==> src/rtl/eabq_pkg.sv <==
`timescale 1ns / 1ps
// Shared types, event codes and register indexes for the encoder and button event qualifier.
package eabq_pkg;

    // One bit per event code; bit k of a mask stands for event code k.
    localparam int EV_W = 9;
    localparam int CODE_W = 4;
    localparam int CFG_DATA_W = 8;
    localparam int CFG_INDEX_W = 2;
    localparam int TPD_W = 3;
    localparam int ACC_W = 4;
    localparam int LAST_CODED_BIT = 5;

    // Event queue between the front and the back.
    localparam int QUEUE_DEPTH = 4;
    localparam int QPTR_W = $clog2(QUEUE_DEPTH);
    localparam int QCNT_W = $clog2(QUEUE_DEPTH + 1);

    typedef logic [EV_W-1:0] ev_mask_t;
    typedef logic [CODE_W-1:0] code_t;

    // Event codes.
    localparam code_t CODE_CW = 4'd0;
    localparam code_t CODE_CCW = 4'd1;
    localparam code_t CODE_PORT_BASE = 4'd2;
    localparam code_t CODE_SWITCH = 4'd8;

    // Configuration register indexes.
    localparam logic [CFG_INDEX_W-1:0] CFG_REVERSE = 2'd0;
    localparam logic [CFG_INDEX_W-1:0] CFG_TPD = 2'd1;
    localparam logic [CFG_INDEX_W-1:0] CFG_BUTTON_MASK = 2'd2;

    // Queue status seen by the back and by the top level's input stall.
    typedef struct packed {
        logic full;
        logic empty;
    } q_status_t;

    // Code of the lowest set bit of an event mask.
    function automatic code_t lowest_code(input ev_mask_t mask);
        code_t code;
        code = CODE_CW;
        for (int i = EV_W - 1; i >= 0; i--)
        begin
            if (mask[i])
            begin
                code = CODE_W'(i);
            end
        end
        return code;
    endfunction

endpackage

==> src/rtl/eabq_front.sv <==
`timescale 1ns / 1ps
// Front part: configuration registers, detent counting and button debounce into event masks.
module eabq_front #(
    parameter int PORT_BITS = 8
) (
    input  logic                                  clk,
    input  logic                                  rst_n,
    input  logic                                  cfg_we,
    input  logic [eabq_pkg::CFG_INDEX_W-1:0]      cfg_index,
    input  logic [eabq_pkg::CFG_DATA_W-1:0]       cfg_data,
    input  logic                                  accept,
    input  logic                                  poll_tick,
    input  logic                                  encoder_clk,
    input  logic                                  encoder_dt,
    input  logic [PORT_BITS-1:0]                  button_port,
    input  logic                                  switch_level,
    output logic                                  push,
    output eabq_pkg::ev_mask_t                    push_mask
);

    localparam int NCODED = (PORT_BITS < eabq_pkg::LAST_CODED_BIT + 1) ?
                            PORT_BITS : eabq_pkg::LAST_CODED_BIT + 1;

    logic                               reverse_reg;
    logic [eabq_pkg::TPD_W-1:0]         tpd_reg;
    logic [eabq_pkg::CFG_DATA_W-1:0]    bmask_reg;

    logic                               prev_clk_reg, prev_clk_next;
    logic signed [eabq_pkg::ACC_W-1:0]  acc_reg, acc_next;
    logic [PORT_BITS-1:0]               prev_port_reg, prev_port_next;
    logic [PORT_BITS-1:0]               deb_port_reg, deb_port_next;
    logic                               prev_sw_reg, prev_sw_next;
    logic                               deb_sw_reg, deb_sw_next;

    logic [eabq_pkg::TPD_W-1:0]         size;
    logic signed [eabq_pkg::ACC_W:0]    size_s;
    logic signed [eabq_pkg::ACC_W:0]    step_sum;
    eabq_pkg::ev_mask_t                 mask;

    // Configuration writes; an index beyond the list is ignored.
    always_ff @(posedge clk or negedge rst_n)
    begin
        if (!rst_n)
        begin
            reverse_reg <= 1'b1;
            tpd_reg <= 3'd2;
            bmask_reg <= 8'h3F;
        end
        else if (cfg_we)
        begin
            case (cfg_index)
                eabq_pkg::CFG_REVERSE:     reverse_reg <= cfg_data[0];
                eabq_pkg::CFG_TPD:         tpd_reg <= cfg_data[eabq_pkg::TPD_W-1:0];
                eabq_pkg::CFG_BUTTON_MASK: bmask_reg <= cfg_data;
                default:                   ;
            endcase
        end
    end

    // Detent accumulator: step on a clock line change, then emit at most one turn.
    always_comb
    begin
        size = (tpd_reg == '0) ? eabq_pkg::TPD_W'(1) : tpd_reg;
        size_s = $signed({2'b00, size});
        step_sum = {acc_reg[eabq_pkg::ACC_W-1], acc_reg};
        prev_clk_next = encoder_clk;
        if (encoder_clk != prev_clk_reg)
        begin
            if (encoder_dt != encoder_clk)
            begin
                step_sum = step_sum + 5'sd1;
            end
            else
            begin
                step_sum = step_sum - 5'sd1;
            end
        end
        mask = '0;
        acc_next = step_sum[eabq_pkg::ACC_W-1:0];
        if (step_sum >= size_s)
        begin
            acc_next = eabq_pkg::ACC_W'(step_sum - size_s);
            if (reverse_reg)
            begin
                mask[eabq_pkg::CODE_CCW] = 1'b1;
            end
            else
            begin
                mask[eabq_pkg::CODE_CW] = 1'b1;
            end
        end
        else if (step_sum <= -size_s)
        begin
            acc_next = eabq_pkg::ACC_W'(step_sum + size_s);
            if (reverse_reg)
            begin
                mask[eabq_pkg::CODE_CW] = 1'b1;
            end
            else
            begin
                mask[eabq_pkg::CODE_CCW] = 1'b1;
            end
        end

        // Debounce on poll transactions only: two equal polls accept a sample.
        prev_port_next = prev_port_reg;
        deb_port_next = deb_port_reg;
        prev_sw_next = prev_sw_reg;
        deb_sw_next = deb_sw_reg;
        if (poll_tick)
        begin
            if (button_port == prev_port_reg && button_port != deb_port_reg)
            begin
                for (int b = 0; b < NCODED; b++)
                begin
                    if (bmask_reg[b] && deb_port_reg[b] && !button_port[b])
                    begin
                        mask[int'(eabq_pkg::CODE_PORT_BASE) + b] = 1'b1;
                    end
                end
                deb_port_next = button_port;
            end
            prev_port_next = button_port;
            if (switch_level == prev_sw_reg && switch_level != deb_sw_reg)
            begin
                deb_sw_next = switch_level;
                if (!switch_level)
                begin
                    mask[eabq_pkg::CODE_SWITCH] = 1'b1;
                end
            end
            prev_sw_next = switch_level;
        end
    end

    // Tracking state advances on every accepted transaction.
    always_ff @(posedge clk or negedge rst_n)
    begin
        if (!rst_n)
        begin
            prev_clk_reg <= 1'b1;
            acc_reg <= '0;
            prev_port_reg <= '1;
            deb_port_reg <= '1;
            prev_sw_reg <= 1'b1;
            deb_sw_reg <= 1'b1;
        end
        else if (accept)
        begin
            prev_clk_reg <= prev_clk_next;
            acc_reg <= acc_next;
            prev_port_reg <= prev_port_next;
            deb_port_reg <= deb_port_next;
            prev_sw_reg <= prev_sw_next;
            deb_sw_reg <= deb_sw_next;
        end
    end

    // Only transactions that raise events go into the queue.
    assign push = accept && (mask != '0);
    assign push_mask = mask;

    // The accumulator never leaves -7..7.
    acc_range_a: assert property (@(posedge clk) disable iff (!rst_n)
        acc_reg != 4'sb1000)
        else $error("detent accumulator out of range");

endmodule

==> src/rtl/eabq_queue.sv <==
`timescale 1ns / 1ps
// Short queue of event masks between the front and the back.
module eabq_queue (
    input  logic                 clk,
    input  logic                 rst_n,
    input  logic                 push,
    input  eabq_pkg::ev_mask_t   push_mask,
    input  logic                 pop,
    output eabq_pkg::ev_mask_t   head_mask,
    output eabq_pkg::q_status_t  status
);

    eabq_pkg::ev_mask_t              entry_reg [eabq_pkg::QUEUE_DEPTH];
    logic [eabq_pkg::QPTR_W-1:0]     wr_ptr_reg, rd_ptr_reg;
    logic [eabq_pkg::QCNT_W-1:0]     count_reg, count_next;
    logic                            do_push, do_pop;

    assign status.full = (count_reg == eabq_pkg::QCNT_W'(eabq_pkg::QUEUE_DEPTH));
    assign status.empty = (count_reg == '0);
    assign do_push = push && !status.full;
    assign do_pop = pop && !status.empty;
    assign head_mask = entry_reg[rd_ptr_reg];

    // Occupancy count.
    always_comb
    begin
        count_next = count_reg;
        if (do_push && !do_pop)
        begin
            count_next = count_reg + 1'b1;
        end
        else if (do_pop && !do_push)
        begin
            count_next = count_reg - 1'b1;
        end
    end

    // Pointers and count.
    always_ff @(posedge clk or negedge rst_n)
    begin
        if (!rst_n)
        begin
            wr_ptr_reg <= '0;
            rd_ptr_reg <= '0;
            count_reg <= '0;
        end
        else
        begin
            if (do_push)
            begin
                wr_ptr_reg <= eabq_pkg::QPTR_W'(wr_ptr_reg + 1'b1);
            end
            if (do_pop)
            begin
                rd_ptr_reg <= eabq_pkg::QPTR_W'(rd_ptr_reg + 1'b1);
            end
            count_reg <= count_next;
        end
    end

    // Entry storage.
    always_ff @(posedge clk)
    begin
        if (do_push)
        begin
            entry_reg[wr_ptr_reg] <= push_mask;
        end
    end

    count_bound_a: assert property (@(posedge clk) disable iff (!rst_n)
        count_reg <= eabq_pkg::QCNT_W'(eabq_pkg::QUEUE_DEPTH))
        else $error("queue count beyond depth");

    ptr_match_a: assert property (@(posedge clk) disable iff (!rst_n)
        (status.empty || status.full) |-> (wr_ptr_reg == rd_ptr_reg))
        else $error("queue pointers disagree with count");

endmodule

==> src/rtl/eabq_back.sv <==
`timescale 1ns / 1ps
// Back part: turns each queued event mask into a run of event transactions.
module eabq_back (
    input  logic                        clk,
    input  logic                        rst_n,
    input  eabq_pkg::ev_mask_t          head_mask,
    input  eabq_pkg::q_status_t         status,
    output logic                        pop,
    output logic                        out_valid,
    input  logic                        out_stall,
    output logic [eabq_pkg::CODE_W-1:0] event_code,
    output logic                        last_event
);

    eabq_pkg::ev_mask_t  cur_mask_reg, cur_mask_next;
    logic                valid_reg, valid_next;
    eabq_pkg::code_t     code;
    eabq_pkg::ev_mask_t  rest;

    // Lowest pending event goes out first; it is the last when nothing else is left.
    assign code = eabq_pkg::lowest_code(cur_mask_reg);
    assign rest = cur_mask_reg & ~(eabq_pkg::EV_W'(1) << code);
    assign out_valid = valid_reg;
    assign event_code = code;
    assign last_event = (rest == '0);

    // Reload from the queue when idle or when the last event is taken.
    always_comb
    begin
        pop = 1'b0;
        cur_mask_next = cur_mask_reg;
        valid_next = valid_reg;
        if (!valid_reg)
        begin
            if (!status.empty)
            begin
                pop = 1'b1;
                cur_mask_next = head_mask;
                valid_next = 1'b1;
            end
        end
        else if (!out_stall)
        begin
            if (rest != '0)
            begin
                cur_mask_next = rest;
            end
            else if (!status.empty)
            begin
                pop = 1'b1;
                cur_mask_next = head_mask;
            end
            else
            begin
                valid_next = 1'b0;
            end
        end
    end

    always_ff @(posedge clk or negedge rst_n)
    begin
        if (!rst_n)
        begin
            valid_reg <= 1'b0;
        end
        else
        begin
            valid_reg <= valid_next;
        end
    end

    always_ff @(posedge clk)
    begin
        cur_mask_reg <= cur_mask_next;
    end

    valid_has_event_a: assert property (@(posedge clk) disable iff (!rst_n)
        valid_reg |-> (cur_mask_reg != '0))
        else $error("output valid without a pending event");

endmodule

==> src/rtl/encoder_and_button_event_qualifier.sv <==
`timescale 1ns / 1ps
// Top level of the encoder and button event qualifier.
// Accepted transactions pass the queue entry, then the back's mask register, before output.
// One input transaction per cycle is accepted while the four-entry event queue has room;
// the back emits one event per cycle while out_stall is low, one transfer for each event.
// Transactions that raise no event never enter the queue.
// Reset (rst_n, asynchronous, active low) restores the register defaults and empties the queue.
module encoder_and_button_event_qualifier #(
    parameter int PORT_BITS = 8
) (
    input  logic                                  clk,
    input  logic                                  rst_n,
    input  logic                                  cfg_we,
    input  logic [eabq_pkg::CFG_INDEX_W-1:0]      cfg_index,
    input  logic [eabq_pkg::CFG_DATA_W-1:0]       cfg_data,
    input  logic                                  in_valid,
    output logic                                  in_stall,
    input  logic                                  poll_tick,
    input  logic                                  encoder_clk,
    input  logic                                  encoder_dt,
    input  logic [PORT_BITS-1:0]                  button_port,
    input  logic                                  switch_level,
    output logic                                  out_valid,
    input  logic                                  out_stall,
    output logic [eabq_pkg::CODE_W-1:0]           event_code,
    output logic                                  last_event
);

    logic                 accept;
    logic                 push;
    logic                 pop;
    eabq_pkg::ev_mask_t   push_mask;
    eabq_pkg::ev_mask_t   head_mask;
    eabq_pkg::q_status_t  status;

    // The front stalls only when the queue is full.
    assign in_stall = status.full;
    assign accept = in_valid && !status.full;

    eabq_front #(
        .PORT_BITS(PORT_BITS)
    ) u_front (
        .clk(clk),
        .rst_n(rst_n),
        .cfg_we(cfg_we),
        .cfg_index(cfg_index),
        .cfg_data(cfg_data),
        .accept(accept),
        .poll_tick(poll_tick),
        .encoder_clk(encoder_clk),
        .encoder_dt(encoder_dt),
        .button_port(button_port),
        .switch_level(switch_level),
        .push(push),
        .push_mask(push_mask)
    );

    eabq_queue u_queue (
        .clk(clk),
        .rst_n(rst_n),
        .push(push),
        .push_mask(push_mask),
        .pop(pop),
        .head_mask(head_mask),
        .status(status)
    );

    eabq_back u_back (
        .clk(clk),
        .rst_n(rst_n),
        .head_mask(head_mask),
        .status(status),
        .pop(pop),
        .out_valid(out_valid),
        .out_stall(out_stall),
        .event_code(event_code),
        .last_event(last_event)
    );

endmodule

==> config.mk <==
export PLATFORM = sky130hd
export DESIGN_NAME = encoder_and_button_event_qualifier
export DESIGN_NICKNAME = d
export VERILOG_FILES = /design/src/rtl/eabq_pkg.sv /design/src/rtl/eabq_front.sv /design/src/rtl/eabq_queue.sv /design/src/rtl/eabq_back.sv /design/src/rtl/encoder_and_button_event_qualifier.sv
export SDC_FILE = /design/constraint.sdc
export NUM_CORES = 1
export LEC_CHECK = 0
export ABC_CLOCK_PERIOD_IN_PS = 11800
export BUFFER_PORTS_ARGS = -buffer_cell sky130_fd_sc_hd__buf_2
export CAP_MARGIN = 0
export CORE_MARGIN = 5
export CORE_UTILIZATION = 25
export CTS_CLUSTER_SIZE = 25
export DETAILED_ROUTE_END_ITERATION = 8
export PLACE_DENSITY = 0.36
export SYNTH_ARGS = -nofsm -noshare
export SYNTH_HDL_FRONTEND = slang
export SYNTH_HIERARCHICAL = 1
export SYNTH_SLANG_ARGS = --single-unit
==> constraint.sdc <==
create_clock -name clk -period 11.8 [get_ports clk]
set_input_delay 0 -clock clk [delete_from_list [all_inputs] [get_ports clk]]
set_output_delay 0 -clock clk [all_outputs]
set_load 0.005 [all_outputs]
# Yosys cells after proc, flatten, opt, wreduce, memory -nomap -nowiden
# Memory sizes are Yosys's and may differ from the RTL's.
# Index checks and enable logic that the tools add are counted.
[totals]
word_cells = 125
mem_bits_rw = 36
input_bits = 27
ff_bits = 50
n_memories = 1
[op_classes]
n_bitwise = 2
n_reduce_logical = 43
mux = 43
magnitude_cmp = 2
n_addsub = 9
shifts = 1
eq_ne = 10
[mem_list]
columns = ["name", "depth", "width", "rd", "rd_ports_with_merged_regs", "write_ports", "line_no", "text"]
rows = [
  ["u_queue.entry_reg", 4, 9, 1, 0, 1, "eabq_queue.sv:13", "eabq_pkg::ev_mask_t entry_reg [eabq_pkg::QUEUE_DEPTH];"],
]
[ops]
columns = ["op", "n"]
rows = [
  ["2-to-1 mux 4 bit", 11],
  ["2-to-1 mux 9 bit", 4],
  ["logical AND 1 bit", 20],
  ["2-to-1 mux 1 bit", 19],
  ["nonzero test 9 bit", 2],
  ["logical NOT 1 bit", 10],
  ["2-to-1 mux 5 bit", 2],
  ["bitwise AND 9 bit", 1],
  ["logical NOT 9 bit", 1],
  ["2-to-1 mux 3 bit", 3],
  ["NOT 9 bit", 1],
  ["<< shifter 1 x 4 -> 9 bit (first input constant)", 1],
  ["== test 8 bit", 1],
  ["inequality test 8 bit", 1],
  ["AND reduction 2 bit", 4],
  ["2-to-1 mux 7 bit", 1],
  ["logical NOT 3 bit", 2],
  ["2-to-1 mux 6 bit", 1],
  ["AND reduction 3 bit", 2],
  ["adder 4 x 2 -> 5 bit (second input constant)", 1],
  ["greater-or-equal comparator 5 x 4 -> 1 bit", 1],
  ["less-or-equal comparator 5 bit", 1],
  ["negator 3 -> 5 bit", 1],
  ["subtractor 4 x 2 -> 5 bit (second input constant)", 1],
  ["14 further kinds", 18],
]

# Longest topological paths before layout
# Gate-level depths: netlist (run 1).
[logic_depth]
word_depth = 20
ltp_mapped = 24
depth_no_buf = 22

# Hierarchy
# Netlist (run 1), hierarchy kept.
[by_module_without_submodules]
columns = ["mod", "n_inst", "area_each_um2", "cells_each"]
rows = [
  ["eabq_front", 1, 2384.8, 233],
  ["eabq_queue", 1, 1735.4, 82],
  ["eabq_back", 1, 878.3, 98],
  ["encoder_and_button_event_qualifier", 1, 13.8, 1],
]

# Worst setup path after synthesis (run 1)
# Ideal clock, no wire load.
[synth_path]
path_kind = "reg-to-reg"
from = "register u_front/acc_reg[1] in the netlist's numbering"
to = "register u_queue/count_reg[1] in the netlist's numbering"
t_arrival_ps = 4329
required_time_ps = 11675
stages_incl_launch_ff = 22
slack_ps = 7346
synth_period_minus_slack_ps = 4454
cell_sequence = "dfrtp_1 xnor2_1 xnor2_1 ha_1 nor2_1 a221oi_1 nor2_1 xor2_1 ha_1 nand2_1 nor2_1 a221o_1 maj3_1 nand2b_1 nor3_1 nor2_1 nor2b_2 buf_6 ha_1 inv_1 fa_1 mux2_2"
[synth_lines]
columns = ["item", "line_no", "text"]
rows = [
  ["start, declared", "eabq_front.sv:29", "logic signed [eabq_pkg::ACC_W-1:0] acc_reg, acc_next;"],
  ["start signal, assigned", "eabq_front.sv:151", "acc_reg <= acc_next;"],
  ["subtractor 4 x 2 -> 5 bit or adder 4 x 2 -> 5 bit (tied branches)", "eabq_front.sv:75, eabq_front.sv:71", ""],
  ["2-to-1 mux 5 bit", "eabq_front.sv:69", "if (encoder_dt != encoder_clk)"],
  ["2-to-1 mux 5 bit (*)", "eabq_front.sv:67", "if (encoder_clk != prev_clk_reg)"],
  ["less-or-equal comparator 5 bit", "eabq_front.sv:92", "else if (step_sum <= -size_s)"],
  ["2-to-1 mux 2 bit", "eabq_front.sv:92", ""],
  ["2-to-1 mux 2 bit (*)", "eabq_front.sv:80", "if (step_sum >= size_s)"],
  ["nonzero test 9 bit (*)", "eabq_front.sv:160", "assign push = accept && (mask != '0);"],
  ["logical AND 1 bit (*)", "eabq_front.sv:160", ""],
  ["net push", "encoder_and_button_event_qualifier.sv:30", "logic push;"],
  ["logical AND 1 bit (*)", "eabq_queue.sv:20", "assign do_push = push && !status.full;"],
  ["net u_queue.do_push", "eabq_queue.sv:16", "logic do_push, do_pop;"],
  ["logical AND 1 bit (*)", "eabq_queue.sv:28", "if (do_push && !do_pop)"],
  ["2-to-1 mux 3 bit (*)", "eabq_queue.sv:28", ""],
  ["net u_queue.count_next, one bit", "eabq_queue.sv:15", "logic [eabq_pkg::QCNT_W-1:0] count_reg, count_next;"],
  ["end signal, assigned", "eabq_queue.sv:57", "count_reg <= count_next;"],
  ["end, declared", "eabq_queue.sv:15", ""],
]
# The timed path passes the listed nets; every way through them passes the cells marked *.
# A chain may end at the register's enable or synchronous reset.

# Worst setup path in the final report (run 1)
[layout_path]
from = "register u_front/acc_reg[1] in the netlist's numbering"
to = "register u_queue/count_reg[1] in the netlist's numbering"
[layout_lines]
columns = ["item", "line_no"]
rows = [
  ["subtractor 4 x 2 -> 5 bit or adder 4 x 2 -> 5 bit (tied branches)", "eabq_front.sv:75, eabq_front.sv:71"],
  ["2-to-1 mux 5 bit", "eabq_front.sv:69"],
  ["2-to-1 mux 5 bit (*)", "eabq_front.sv:67"],
  ["less-or-equal comparator 5 bit", "eabq_front.sv:92"],
  ["2-to-1 mux 2 bit", "eabq_front.sv:92"],
  ["2-to-1 mux 2 bit (*)", "eabq_front.sv:80"],
  ["nonzero test 9 bit (*)", "eabq_front.sv:160"],
  ["logical AND 1 bit (*)", "eabq_front.sv:160"],
  ["net push", "encoder_and_button_event_qualifier.sv:30"],
  ["logical AND 1 bit (*)", "eabq_queue.sv:20"],
  ["logical AND 1 bit (*)", "eabq_queue.sv:28"],
  ["2-to-1 mux 3 bit (*)", "eabq_queue.sv:28"],
  ["net u_queue.count_next, one bit", "eabq_queue.sv:15"],
]
# Marks and branches as above.

==> reports/qor.txt, run 1 <==
Routed wire per std cell -> 15.7 um
row cnt -> 51
HP Class -> in -> reg
Peak VDD IR -> 108 uV
CTS H-tree lvls -> 3
Die W -> 152 um
Starting Density -> 25.6%
fin. max-slew vios -> 0
core area -> 19600 um^2
final routed DRC violation total -> 0
setup slack after placement -> 6.72 ns
Syn Nets -> 461
first-pass GRT wire length -> 18600 um
Yosys reg bits -> 86
Max Freq -> 198 MHz
Reg2Reg Launch Point -> u_front/acc_reg[1]
final setup vio count -> 0
min Tclk post-route -> 5.06 ns
Post-Layout Cell Count -> 729
Hold EP -> u_front/reverse_reg
skew final -> 0.00646 ns
unrepaired setup endpoints after global routing -> no
Initial DRT Pass Iterations -> 4
Worst-Skew Late Latency -> 0.34 ns
Hold Crit Depth -> 3
Bufs and invs on worst path -> 1
CTS tree -> built
most frequent cells in the layout -> edfxtp_1 (45), buf_2 (31), mux2_2 (30), dfstp_2 (27), nor2_1 (25)
ys async rst share -> 47.7%
Max-Slew Margin vs Limit -> 32.5%
clock root buffer -> clkbuf_16
syn_area_per_cell -> 12.1 um^2
layout cells sized above 1 -> 29.5%
commonest non-fill, non-tap cell in the layout -> edfxtp_1
Critical Path Fanout Max -> 7
fin crit share -> 42.8%
top cells by area, synth -> edfxtp_1 (27%), dfstp_2 (14%), dfrtp_1 (7.0%), mux2_2 (6.7%), ha_1 (4.2%)
Hold Vio Cnt, Final -> 0
Worst R2R Setup Slack -> 6.74 ns
WS Path Type -> reg -> reg
io pins -> 34
met1 wire length -> 5360 um
startpoint types -> flip-flop
Placer Congestion -> 0.753
R2R Path End -> u_queue/count_reg[1]
Hold Crit Start -> cfg_index[0]
number of port buffers -> 31
Post-synth EDFFs -> 45
sequential share of the synthesized area -> 48.1%
outcome -> complete, no violations
Most common cell on crit path -> nor2_1
Least-Margin Pin Slew -> 1.01 ns
hpwl dp -> 8200 um
mapped cell area -> 5010 um^2
clk sinks -> 86
Synth area leader -> edfxtp_1
drt total wl -> 11400 um
Crit-path slowest cell -> maj3_1
number of global-route vias before repair -> 3401
n_diodes -> 0
die footprint -> 23000 um^2
synth warn -> 6
dpl cells -> 695
setup TNS -> 0 ns
setup bufs post-CTS -> 0
mean number of vias per cell -> 4.69
WHS -> 0.0450 ns
Distinct cells, synth -> 78
Cell Pwr Density -> 224 nW/um^2
largest net degree at the start of global routing -> 42
grt total ovfl -> 0
PnR worst setup slack -> 6.74 ns
Top FF cell, synth -> edfxtp_1
initial antenna violation count -> 0
Area Growth Syn to Fin -> 17.6%
Worst R2R Path Depth -> 20
First DRT Iteration DRCs -> 156
crit-path leading delay family -> adder cells
Max clock buf depth -> 2
via count -> 3417
Worst-path clk slew -> 0.06 ns
top-area cell type share of the netlist area -> 27.0%
Max-cap violations -> 0
gr usage total -> 10.7%
Largest register FFs -> 36
Leak -> 2.25 nW
Gate Count Post-Synth -> 414
met2 routed WL -> 5440 um
crit end category -> flip-flop
WL met3 -> 481 um
Critical Path, Cell by Cell -> xnor2_1 -> xnor2_1 -> ha_1 -> nor2_1 -> a221oi_1 -> nor2_1 -> xor2_1 -> ha_1 -> nand2_1 -> nor2_1 -> a221o_1 -> maj3_1 -> nand2b_1 -> nor3_1 -> nor2_1 -> nor2b_2 -> ha_1 -> inv_1 -> fa_1 -> mux2_2
Layout Utilization -> 30.1%
fill count -> 2026
top layer in use -> met4
total CTS buffers -> 9
Die Y -> 152 um
max incr delay on CP -> 0.46 ns
CP arrival -> 5.28 ns
Antenna Nets Post-Route -> 0
Req. time, crit path -> 12.03 ns
# nets final -> 506
-- layout make-up --
| class | instances | area [um^2] | area share, % |
|---|---|---|---|
| repair buffers | 50 | 343 | 5.81 |
| inverters | 21 | 78.8 | 1.34 |
| multi-input cells | 291 | 2440 | 41.3 |
| clock buffers | 12 | 268 | 4.54 |
| clock inverters | 4 | 27.5 | 0.467 |
| flip-flops and latches | 86 | 2410 | 40.9 |
| well taps | 265 | 332 | 5.62 |
-- cell families (layout without fill, tap and decap cells) --
| family | after synthesis | after routing | share of synthesized area [%] |
|---|---|---|---|
| muxes | 47 | 47 | 12.5 |
| adders and majority gates | 21 | 21 | 5.64 |
| xor gates and xnor gates | 27 | 27 | 4.72 |
| AOI/OAI and AO/OA | 75 | 75 | 11.8 |
| other | 1 | 1 | 0.0748 |
| buffers and inverters | 37 | 87 | 3.37 |
| DFF | 86 | 86 | 48.1 |
| and+or+nand+nor | 120 | 120 | 13.8 |
-- power breakdown --
part           internal [mW]  switching (mW)
combinational          0.251           0.289
clock                  0.161           0.119
sequential             0.424          0.0782
-- metal layers --
layer  up-vias  global-route usage, %
li1       1648                      -
met4         0                   2.96
met2        67                   16.8
met3        10                   3.36
met1      1692                   14.2
met5         -                      0
-- worst min-delay path, delay by kind of cell --
kind | cells | cell delay [ns]
buffers and inverters | 1 | 0.09
multiplexers | 1 | 0.21
AND/OR/NAND/NOR | 1 | 0.05
-- worst max-delay path by stage --
stage / start / to / cells after the start / slack (ns)
after CTS: u_front/acc_reg[1] / u_queue/count_reg[1] / 20 / 6.68
after detailed placement: u_front/acc_reg[1] / u_queue/count_reg[1] / 20 / 6.72
after global routing: u_front/acc_reg[1] / u_queue/count_reg[2] / 21 / 6.43
final: u_front/acc_reg[1] / u_queue/count_reg[1] / 20 / 6.74
after global placement: u_front/acc_reg[1] / u_queue/count_reg[1] / 20 / 6.83
after floorplan: u_front/acc_reg[1] / u_queue/count_reg[1] / 21 / 7.35
-- Yosys cell counts, types with 5 or more instances --
cell / count
a21oi_1: 13
a221oi_1: 6
and3_1: 5
clkbuf_1: 8
dfrtp_1: 14
dfstp_2: 27
edfxtp_1: 45
ha_1: 17
inv_1: 21
mux2_2: 30
mux2i_1: 7
mux4_2: 9
nand2_1: 22
nand3_1: 6
nand3b_1: 5
nor2_1: 25
nor3_1: 18
o211ai_1: 5
o21ai_0: 8
o41ai_1: 5
xnor2_1: 6
xor2_1: 21
-- per-stage QoR --
step	total power, mW	area, um^2
detailed placement	1.05	5420
floorplan	0.916	5010
global placement	1.04	5420
CTS	1.35	5900
finish	1.32	5900
global route	1.43	5900
-- repair_timing --
item / CTS / global route
hold buffers: 18 / 0
gates resized for setup: 0 / 0
endpoints found under the hold margin: 43 / 0
(Power assumes the default switching activity.)
==> run 2: changes to the inputs <==
Settings changed: ABC_CLOCK_PERIOD_IN_PS 11800 to 5150.
Clock period 11.8 ns to 5.15 ns, I/O delays scaled along.
==> run 2 against run 1 <==
  * Setup slack got worse by 6.3 ns
  * Cell count rose by 0.27%
  * Count of clock-buffer cells in the layout fell by 2
  * Die area did not move
  * Fmax rose by 6.4%
  * Register-to-register slack got worse by 6.3 ns
  * Critical path type unchanged
  * Critical endpoint unchanged
  * Largest power group unchanged
  * Highest routed layer unchanged
==> reports/qor.txt, run 2 (synthesis results as in run 1) <==
setup bufs post-CTS -> 0
Peak VDD IR -> 209 uV
Routed wire per std cell -> 15.4 um
commonest non-fill, non-tap cell in the layout -> edfxtp_1
clock root buffer -> clkbuf_16
Least-Margin Pin Slew -> 1.03 ns
unrepaired setup endpoints after global routing -> no
Critical Path, Cell by Cell -> xnor2_1 -> xnor2_1 -> ha_1 -> nor2_1 -> a221oi_1 -> nor2_1 -> xor2_1 -> ha_1 -> o21ai_0 -> a221o_1 -> maj3_1 -> nand2b_1 -> nor3_1 -> nor2_1 -> nor2b_2 -> ha_1 -> inv_1 -> fa_1 -> mux2_2
WHS -> 0.0575 ns
Hold Crit Start -> cfg_index[1]
Cell Pwr Density -> 522 nW/um^2
Worst-path clk slew -> 0.06 ns
max incr delay on CP -> 0.47 ns
min Tclk post-route -> 4.75 ns
Critical Path Fanout Max -> 7
Hold Vio Cnt, Final -> 0
Starting Density -> 25.6%
Max clock buf depth -> 2
n_diodes -> 0
Hold EP -> u_front/reverse_reg
initial antenna violation count -> 0
via count -> 3354
die footprint -> 23000 um^2
Crit-path slowest cell -> maj3_1
mean number of vias per cell -> 4.59
Antenna Nets Post-Route -> 0
WS Path Type -> reg -> reg
startpoint types -> flip-flop
core area -> 19600 um^2
Max-Slew Margin vs Limit -> 31.3%
CTS H-tree lvls -> 3
crit end category -> flip-flop
Largest register FFs -> 36
CP arrival -> 4.98 ns
R2R Path End -> u_queue/count_reg[1]
Tot Pwr -> 3.10 mW
Max-cap violations -> 0
most frequent cells in the layout -> edfxtp_1 (45), buf_2 (31), mux2_2 (30), dfstp_2 (27), nor2_1 (25)
setup TNS -> 0 ns
gr usage total -> 10.4%
Initial DRT Pass Iterations -> 5
First DRT Iteration DRCs -> 144
number of port buffers -> 31
fin crit share -> 92.3%
Max Freq -> 210 MHz
fin. max-slew vios -> 0
final routed DRC violation total -> 0
Non-Filler Cell Area, Final -> 5930 um^2
layout cells sized above 1 -> 29.6%
Area Growth Syn to Fin -> 18.3%
Die W -> 152 um
io pins -> 34
grt total ovfl -> 0
drt total wl -> 11200 um
Leak -> 2.26 nW
clk sinks -> 86
hpwl dp -> 8180 um
Reg2Reg Launch Point -> u_front/acc_reg[1]
area post-placement -> 5440 um^2
Req. time, crit path -> 5.38 ns
largest net degree at the start of global routing -> 42
outcome -> complete, no violations
row cnt -> 51
Worst-Skew Late Latency -> 0.34 ns
CTS resizes -> 0
total CTS buffers -> 9
Placer Congestion -> 0.731
Worst R2R Setup Slack -> 0.40 ns
number of global-route vias before repair -> 3358
Die Y -> 152 um
CTS tree -> built
Worst R2R Path Depth -> 19
first-pass GRT wire length -> 18300 um
Hold Crit Depth -> 3
fill count -> 2013
skew final -> 0.00663 ns
final setup vio count -> 0
HP Class -> in -> reg
# nets final -> 508
-- run 2: critical path: cells and delay by family, from the launching register on --
kind | cells | cell delay, ns
simple gates | 6 | 0.91
mux | 1 | 0.26
xor+xnor | 3 | 0.51
flops | 1 | 0.46
buf+inv | 1 | 0.08
compound gates | 3 | 0.77
fa+ha+maj | 5 | 1.65
-- run 2: worst max-delay path by stage --
stage / startpoint / slack, ns / end
6_report: u_front/acc_reg[1] / 0.40 / u_queue/count_reg[1]
5_1_grt: u_front/acc_reg[1] / 0.10 / u_queue/count_reg[1]
4_1_cts: u_front/acc_reg[1] / 0.37 / u_queue/count_reg[1]
3_5_place_dp: u_front/acc_reg[1] / 0.39 / u_queue/count_reg[1]
3_3_place_gp: u_front/acc_reg[1] / 0.48 / u_queue/count_reg[1]
2_1_floorplan: u_front/acc_reg[1] / 0.70 / u_queue/count_reg[1]
-- run 2: stage by stage --
step                      instances  util [%]  worst slack [ns]
after CTS                       731      30.3             0.374
after detailed placement        697      27.8             0.393
final                           731      30.3             0.397
after floorplan                 414         -             0.696
after global routing            731      30.3             0.101
after global placement          697      27.8             0.482
-- run 2: cell type report --
class | count | area [um^2] | share of cell area, %
flip-flops and latches | 86 | 2410 | 40.7
repair buffers | 52 | 358 | 6.03
inverters | 21 | 78.8 | 1.33
clock inverters | 6 | 85.1 | 1.43
clock buffers | 10 | 229 | 3.86
well taps | 265 | 332 | 5.59
multi-input cells | 291 | 2440 | 41.1
-- run 2: power by group --
group          switching, mW  total [mW]  leakage [nW]  internal (mW)
Clock                  0.271       0.695         0.147          0.424
Combinational          0.663        1.25          1.24          0.588
Sequential             0.181        1.15         0.872          0.971
-- run 2: timing repair --
action	in CTS	in global routing
endpoints found under the setup margin	0	0
endpoints found under the hold margin	43	0
hold buffers	18	0
-- run 2: metal layers --
metal	vias to the layer above	wire [um]	global-route usage, %
met1	1634	5430	13.9
met3	9	442	2.47
met2	60	5240	16.6
met5	-	0	0
li1	1651	-	-
met4	0	129	3.37
==> run 3: changes to the inputs <==
Settings changed: REMOVE_ABC_BUFFERS from default to 1.
==> run 3 against run 2 <==
  * Combinational power is essentially flat
  * Clock skew grew 0.0027 ns
  * Count of clock-buffer cells in the layout grew 1
  * Non-clock buffer count is the same
  * Sequential cell count is the same
  * First-iteration DRC count grew 20%
  * Design area shrank 0.15%
  * Sequential power is essentially flat
  * Via count shrank 0.66%
  * Wire length is essentially flat
  * Fmax grew 3.9%
  * Power shrank 1.2%
==> reports/qor.txt, run 3 (synthesis results as in run 1) <==
clock power share -> 21.4%
Hold Crit Start -> cfg_index[0]
Area Growth Syn to Fin -> 18.1%
final routed DRC violation total -> 0
crit end category -> flip-flop
Largest register FFs -> 36
n_diodes -> 0
startpoint types -> flip-flop
CP arrival -> 4.80 ns
Critical Path Fanout Max -> 7
clock root buffer -> clkbuf_16
Reg2Reg Launch Point -> u_front/acc_reg[1]
HP Class -> in -> reg
Initial DRT Pass Iterations -> 4
mean number of vias per cell -> 4.56
first-pass GRT wire length -> 18000 um
number of global-route vias before repair -> 3271
Cell Pwr Density -> 517 nW/um^2
unrepaired setup endpoints after global routing -> no
fin crit share -> 88.9%
WS Path Type -> reg -> reg
core area -> 19600 um^2
clk sinks -> 86
largest net degree at the start of global routing -> 42
# nets final -> 508
number of port buffers -> 31
Worst R2R Setup Slack -> 0.57 ns
hpwl dp -> 8070 um
via count -> 3332
setup TNS -> 0 ns
end of the critical path -> u_queue/count_reg[1]
Peak VDD IR -> 258 uV
initial antenna violation count -> 0
fin. max-slew vios -> 0
most frequent cells in the layout -> edfxtp_1 (45), buf_2 (31), mux2_2 (30), dfstp_2 (27), nor2_1 (25)
Flop pwr share -> 37.6%
Max Freq -> 218 MHz
setup bufs post-CTS -> 0
Placer Congestion -> 0.757
Worst-Skew Late Latency -> 0.34 ns
drt total wl -> 11200 um
Die W -> 152 um
Worst-path clk slew -> 0.06 ns
Die Y -> 152 um
P_int -> 1.93 mW
total CTS buffers -> 9
area post-placement -> 5440 um^2
grt total ovfl -> 0
row cnt -> 51
die footprint -> 23000 um^2
Non-Filler Cell Area, Final -> 5920 um^2
Antenna Nets Post-Route -> 0
Routed wire per std cell -> 15.4 um
sw frac -> 36.8%
Starting Density -> 25.6%
Worst R2R Path Depth -> 19
Hold Vio Cnt, Final -> 0
commonest non-fill, non-tap cell in the layout -> edfxtp_1
Max clock buf depth -> 2
Req. time, crit path -> 5.38 ns
M2 GR Usage -> 16.5%
gr usage total -> 10.3%
final setup vio count -> 0
worst setup path start -> u_front/acc_reg[1]
M1 GR Usage -> 13.7%
R2R Path End -> u_queue/count_reg[1]
GRT met3 Usage -> 3.00%
layout cells sized above 1 -> 30.5%
io pins -> 34
Max-Slew Margin vs Limit -> 32.0%
CTS H-tree lvls -> 3
Max-cap violations -> 0
Leak -> 2.26 nW
skew final -> 0.00937 ns
min Tclk post-route -> 4.58 ns
First DRT Iteration DRCs -> 173
GRT Max-Usage Layer -> met2
Switching Power -> 1.13 mW
Least-Margin Pin Slew -> 1.02 ns
CTS tree -> built
Combinational Power Share -> 41.1%
outcome -> complete, no violations
[run 3: cell count changes in the layout (fill, tap and decap cells not counted), sizes merged]
cell | previous run | this run
inv | 22 | 25
clkinvlp | 2 | 0
bufinv | 2 | 0
clkbuf | 10 | 11
[run 3: metrics by stage]
step	power [mW]	cells	setup slack, ns	utilization, %	hold slack (ns)
finish	3.06	731	0.573	30.2	0.0458
global route	3.31	731	0.0709	30.2	0.0431
CTS	3.12	731	0.417	30.2	0.0309
detailed placement	2.42	697	0.434	27.8	0.237
global placement	2.41	697	0.484	27.8	0.233
floorplan	2.06	398	0.759	-	-0.296
[run 3: area by class of cell]
| cell class | count | area (um^2) |
|---|---|---|
| sequential | 86 | 2410 |
| clock buffer | 11 | 258 |
| clock inverter | 5 | 43.8 |
| tap | 265 | 332 |
| timing repair buffer | 52 | 358 |
| inverter | 21 | 78.8 |
| fill | 2040 | 13700 |
| multi-input combinational | 291 | 2440 |
[run 3: what timing repair did]
item	CTS	global route
hold buffers	18	0
hold endpoints to repair	43	0
endpoints found under the setup margin	0	2
gates resized for setup	0	2
[run 3: power by group through the flow]
| stage | sequential, mW | combinational [mW] | clock [mW] |
|---|---|---|---|
| 6_report | 1.15 | 1.26 | 0.654 |
| 5_1_grt | 1.18 | 1.42 | 0.719 |
| 4_1_cts | 1.15 | 1.27 | 0.689 |
| 3_5_place_dp | 1.17 | 1.26 | 0 |
| 3_3_place_gp | 1.16 | 1.24 | 0 |
| 2_1_floorplan | 1.11 | 0.950 | 0 |
[run 3: worst min-delay path by stage]
stage | endpoint | cells past startpoint
after global placement | u_front/bmask_reg[4] | 2
after floorplan | u_back/out_valid | 0
after detailed placement | u_front/acc_reg[1] | 1
after CTS | u_front/reverse_reg | 3
final | u_front/reverse_reg | 3
after global routing | u_front/reverse_reg | 3
[run 3: critical path, cell delays in order (launching register included)]
cell      delay [ns]
dfrtp_1         0.46
xnor2_1         0.20
xnor2_1         0.14
ha_2            0.23
nor2_1          0.06
a221oi_1        0.26
nor2_1          0.09
xor2_1          0.17
ha_1            0.31
o21ai_0         0.08
a221o_1         0.42
maj3_2          0.38
nand2b_1        0.20
nor3_1          0.20
nor2_1          0.06
nor2b_2         0.21
ha_1            0.25
inv_1           0.08
fa_1            0.39
mux2_2          0.27
[run 3: metal layers]
layer  vias up  part of all wire (%)
met3         6                   3.7
met5         -                     0
met4         0                  0.90
met1      1622                    49
met2        52                    46
li1       1652                     -
